### src/hdl/tdvf_pkg.sv
package tdvf_pkg;

  // Configuration register indexes.
  localparam int CFG_IDX_W  = 1;
  localparam int CFG_DATA_W = 12;
  localparam logic [CFG_IDX_W-1:0] REG_PIXEL_SEP = 1'b0;
  localparam logic [CFG_IDX_W-1:0] REG_VOTE      = 1'b1;

  // Register widths and reset values.
  localparam int SEP_W  = 12;
  localparam int VOTE_W = 8;
  localparam logic [SEP_W-1:0]  SEP_RESET  = 12'd20;
  localparam logic [VOTE_W-1:0] VOTE_RESET = 8'd1;

  // Sequencer states.
  typedef enum logic [3:0] {
    ST_IDLE,
    ST_SEP,
    ST_CHK,
    ST_CRD,
    ST_CLD,
    ST_NEXT,
    ST_DX,
    ST_DY,
    ST_ACC,
    ST_VMUL,
    ST_EMIT,
    ST_EMPTY,
    ST_FIN
  } state_e;

  // Operations of the shared multiplier.
  typedef enum logic {
    OP_MUL,
    OP_SQDIFF
  } mul_op_e;

  typedef struct packed {
    logic    en;
    mul_op_e op;
  } mul_req_t;

endpackage

### src/hdl/tdvf_mul_unit.sv
module tdvf_mul_unit #(
  parameter int OPW = 12
) (
  input  logic                clk_i,
  input  tdvf_pkg::mul_req_t  req_i,
  input  logic [OPW-1:0]      a_i,
  input  logic [OPW-1:0]      b_i,
  output logic [2*OPW-1:0]    prod_o
);

  logic [OPW-1:0]   diff;
  logic [OPW-1:0]   opa;
  logic [OPW-1:0]   opb;
  logic [2*OPW-1:0] prod_q;

  // Absolute difference for the squared-distance operation.
  assign diff = (a_i > b_i) ? (a_i - b_i) : (b_i - a_i);

  // Operand selection for the single multiplier.
  always_comb begin
    case (req_i.op)
      tdvf_pkg::OP_SQDIFF: begin
        opa = diff;
        opb = diff;
      end
      default: begin
        opa = a_i;
        opb = b_i;
      end
    endcase
  end

  // The product holds until the next request.
  always_ff @(posedge clk_i) begin
    if (req_i.en) begin
      prod_q <= opa * opb;
    end
  end

  assign prod_o = prod_q;

endmodule

### config.mk
export PLATFORM = sky130hd
export DESIGN_NAME = tdvf_mul_unit
export DESIGN_NICKNAME = d
export VERILOG_FILES = /design/src/hdl/tdvf_pkg.sv /design/src/hdl/tdvf_mul_unit.sv
export SDC_FILE = /design/constraint.sdc
export NUM_CORES = 1
export LEC_CHECK = 0
export BUFFER_PORTS_ARGS = -buffer_cell sky130_fd_sc_hd__buf_4
export CAP_MARGIN = 15
export CORE_ASPECT_RATIO = 0.75
export CORE_MARGIN = 1.5
export CORE_UTILIZATION = 30
export CTS_CLUSTER_SIZE = 10
export DETAILED_ROUTE_END_ITERATION = 10
export SLEW_MARGIN = 30
export SYNTH_ARGS = -nofsm -noshare
export SYNTH_HDL_FRONTEND = slang
export SYNTH_SLANG_ARGS = --single-unit
### constraint.sdc
create_clock -name clk_i -period 9.1 [get_ports clk_i]
set_clock_uncertainty 0.05 [all_clocks]
set_input_delay 1.82 -clock clk_i [delete_from_list [all_inputs] [get_ports clk_i]]
set_output_delay 1.82 -clock clk_i [all_outputs]
set_load 0.03 [all_outputs]
# [After elaboration in Yosys (flattened, before gate mapping)]
# Index checks and enable logic that the tools add are counted.
[word_totals] word_cells=8 reg_bits=24 out_inout_bits=24 inputBits=27
[op_classes] n_mux=3 magnitude_cmp=1 multipliers=1 n_addsub=2
[op_table] operator="2-to-1 mux 12 bit" count=3
[op_table] operator="multiplier 12 x 12 -> 24 bit" count=1
[op_table] operator="subtractor 12 bit" count=2
[op_table] operator="> comparator 12 bit" count=1

# [Logic depth before layout (Yosys ltp)]
[depth] depth_word=4 ltp_mapped=33

# [Worst setup path before layout]
# OpenSTA, ideal clock, no wires.
[synth_timing] path_kind="input to register" from="in a_i[0]" to="reg prod_q[20] (netlist: prod_o[20]) (data pin)" arrival_ns=8.633 setup_slack_ns=0.159 path_stages=33 required_time_ns=8.792 setup_time_ns=0.258 cell_sequence="inv_1 > ha_1 > inv_1 > fa_1 > nand2_1 > a21oi_1 > o41a_1 > o41a_1 > a21oi_2 > buf_4 > o311ai_1 > a22oi_1 > buf_2 > nand2_1 > fa_1 > inv_1 > fa_1 > inv_1 > fa_1 > inv_1 > fa_1 > inv_1 > fa_1 > inv_1 > ha_1 > o21a_1 > o21a_1 > o41ai_1 > a21oi_1 > o41ai_1 > o2111ai_1 > a21oi_1 > xnor2_1"
[synth_between] elab_chain_len=4 elab_cells_between_ends=7 cone_classes="2 x add/sub; 1 x mul; 1 x order compare; 3 x mux"
[synth_rtl] item="start: declaration" line_no="tdvf_mul_unit.sv:6" rtl="input logic [OPW-1:0] a_i,"
[synth_rtl] item="subtractor 12 bit / > comparator 12 bit (equally long branches)" line_no="tdvf_mul_unit.sv:17" rtl="assign diff = (a_i > b_i) ? (a_i - b_i) : (b_i - a_i);"
[synth_rtl] item="2-to-1 mux 12 bit" line_no="tdvf_mul_unit.sv:17"
[synth_rtl] item="2-to-1 mux 12 bit" line_no="tdvf_mul_unit.sv:21" rtl="case (req_i.op)"
[synth_rtl] item="multiplier 12 x 12 -> 24 bit *" line_no="tdvf_mul_unit.sv:36" rtl="prod_q <= opa * opb;"
[synth_rtl] item="end signal: assignment" line_no="tdvf_mul_unit.sv:36"
[synth_rtl] item="end: declaration" line_no="tdvf_mul_unit.sv:14" rtl="logic [2*OPW-1:0] prod_q;"
# Every way passes the cells marked *; elsewhere a longest branch is shown, timed or not.
# A chain may end at the register's enable or synchronous reset.

# [Worst setup path in the final report]
[layout_timing] from="in a_i[0]" to="reg prod_q[19] (netlist: prod_o[19]) (data pin)"
# Same word-level chain as after synthesis.

==> results.json <==
{
  "antenna_found_initial": 0,
  "hp-class": "primary input to register",
  "synth_area_um2": 6949,
  "rows": 48,
  "n_antenna_cell": 0,
  "synth-edff-count": 24,
  "die-height_um": 134.8,
  "synthCells": 809,
  "grt-ovfl-total": 0,
  "dieArea_um2": 24100,
  "clkTransAtPathRegs_ps": 70,
  "slew_violations": 0,
  "synth_mux_area_share_pct": 0.1440,
  "cts_hold_buffers": 0,
  "io_buffers": 50,
  "synthSimpleGateAreaFrac_pct": 18.11,
  "drt-initial-drc-count": 384,
  "seq_area_um2": 720.7,
  "postSynth.asyncResetShare_pct": 0,
  "ys_seq_area_share_pct": 10.37,
  "start_util_pct": 30.37,
  "dp_hpwl_mm": 15.85,
  "synth_top_area_share_pct": 29.38,
  "setup_tns_ps": 0,
  "hold_viol": 0,
  "critPathMaxFanout": 5,
  "clock.fmax_mhz": 111.2,
  "viasPerCell": 4.852,
  "drive_gt1_share_pct": 28.74,
  "cpPeakStageDelay_ps": 590,
  "root_buffer": "clkbuf_16",
  "largest_register_ffs": 24,
  "grt_max_degree": 44,
  "cp.required_ps": 9070,
  "ios": 51,
  "yosysWarningCount": 0,
  "rsz0062_at_grt": "yes",
  "synth_top_area_cell": "fa_1",
  "worst_pin_slew_ps": 682.3,
  "dr.pass1.iters": 7,
  "cts_tree": "done",
  "synthXorXnorAreaFrac_pct": 2.143,
  "ys.flop_type": "edfxtp_1",
  "timing.final.crit_share_pct": 98.84,
  "crit_top_cell": "inv_2",
  "wirelength_mm": 18.91,
  "cts-buffers-inserted": 3,
  "avgRoutedWirePerCell_um": 14.68,
  "end_kind": "register",
  "fillCellCount": 2301,
  "place_congestion": 0.9017,
  "netlist_top_cells_area": "fa_1 (29%), ha_1 (15%), edfxtp_1 (10%)",
  "syn_area_per_cell_um2": 8.590,
  "start_kind": "primary input",
  "core_area_um2": 22880,
  "synth.distinct_cells": 62,
  "syn_nets": 1023,
  "cp.arrival_ps": 8970,
  "setup_viol": 0,
  "ys_ff_latch": 24,
  "critical_path_class": "primary input to register",
  "first_global_vias": 6419,
  "cts.sinks": 24,
  "nets": 1203,
  "min_period_ps": 8994,
  "maxCapViolations": 0,
  "synth_top_family_by_area": "adder cells",
  "multi_input_area_um2": 5847,
  "vias": 6250,
  "synthAdderAreaFrac_pct": 44.69,
  "grt_usage_pct": 16.54,
  "synth-compound-area-share_pct": 14.10,
  "cts_buffer_depth": 2,
  "die_x_um": 178.7,
  "syn2layout_area_growth_pct": 33.00,
  "grt_pass1_wl_mm": 31.58,
  "ant_nets": 0,
  "maxSlewHeadroom_pct": 54.03,
  "drc_errors": 0,
  "cts.htree.levels": 1,
  "slowest_stage": "or4_4",
  "status": "finished clean"
}
[worst max-delay path, delay by kind of cell]
kind	cells	cell delay, ps
simple gates	5	880
compound gates	10	2260
fa+ha+maj	8	3000
xor+xnor	1	90
buf+inv	10	910
[kinds of logic (layout without fill, tap and decap cells)]
group	count (synthesis)	count (layout)
DFF	24	24
xor gates and xnor gates	17	17
muxes	1	1
AOI/OAI and AO/OA	136	136
buffers and inverters	188	367
and+or+nand+nor	256	256
adders and majority gates	187	187
[worst paths after layout]
| path | from | to | slack (ps) | cells after the start |
|---|---|---|---|---|
| worst max-delay path | a_i[0] | prod_o[19] | 110 | 34 |
| worst min-delay path | req_i[1] | prod_o[21] | 1920 | 1 |
[metal layers]
layer / wire [um] / track usage (%) / part of all wire, % / vias up
met2: 8113 / 25.71 / 43 / 194
met5: 0 / 0 / 0 / -
li1: - / - / - / 3003
met4: 196 / 2.269 / 1.0 / 0
met1: 9254 / 24.59 / 49 / 3035
met3: 1345 / 2.646 / 7.1 / 18
[per-stage QoR]
step	hold slack [ps]	cells	area [um^2]	setup WS [ps]	util (%)
final	1918	1288	9243	105.8	40.39
after global routing	1941	1288	9243	-99.42	40.39
after CTS	1931	1277	8866	10.76	38.75
after detailed placement	2213	1263	8587	-334.7	37.53
after global placement	2213	1263	8587	-323.9	37.53
after floorplan	1883	809	6949	159.1	-
[cells in the final DEF, fill, tap and decap left out, types with 13 or more instances in the layout]
master	n
edfxtp_1	24
or3_1	14
nand2b_1	16
ha_1	77
inv_1	150
nor2b_1	21
a21oi_1	24
buf_4	191
xnor2_1	13
nor2_1	62
and2_1	16
nand2_1	71
fa_1	99
[cell type report]
type	count	share of cell area, %
Inverter	161	6.566
Timing Repair Buffer	202	17.18
Clock buffer	3	0.8122
Sequential cell	24	7.797
Multi-Input combinational cell	597	63.26
Clock inverter	1	0.3249
Tap cell	300	4.061
[timing repair]
item / in CTS / in global routing
setup endpoints to repair: 6 / 9
pin swaps: 14 / 58
gates resized for setup: 19 / 66
gates cloned: 0 / 0
setup buffers: 10 / 14
[cell usage after synthesis, drive strengths merged, types with 14 or more instances]
| cell type | number |
|---|---|
| a21oi | 32 |
| and2 | 17 |
| buf | 16 |
| edfxtp | 24 |
| fa | 102 |
| ha | 85 |
| inv | 161 |
| nand2 | 74 |
| nand2b | 17 |
| nor2 | 65 |
| nor2b | 21 |
| nor3 | 14 |
| o21ai | 21 |
| or3 | 15 |
| xnor2 | 14 |
Power is not shown: default switching activity piles up to over one toggle a cycle in this logic, so the estimate is an artifact.
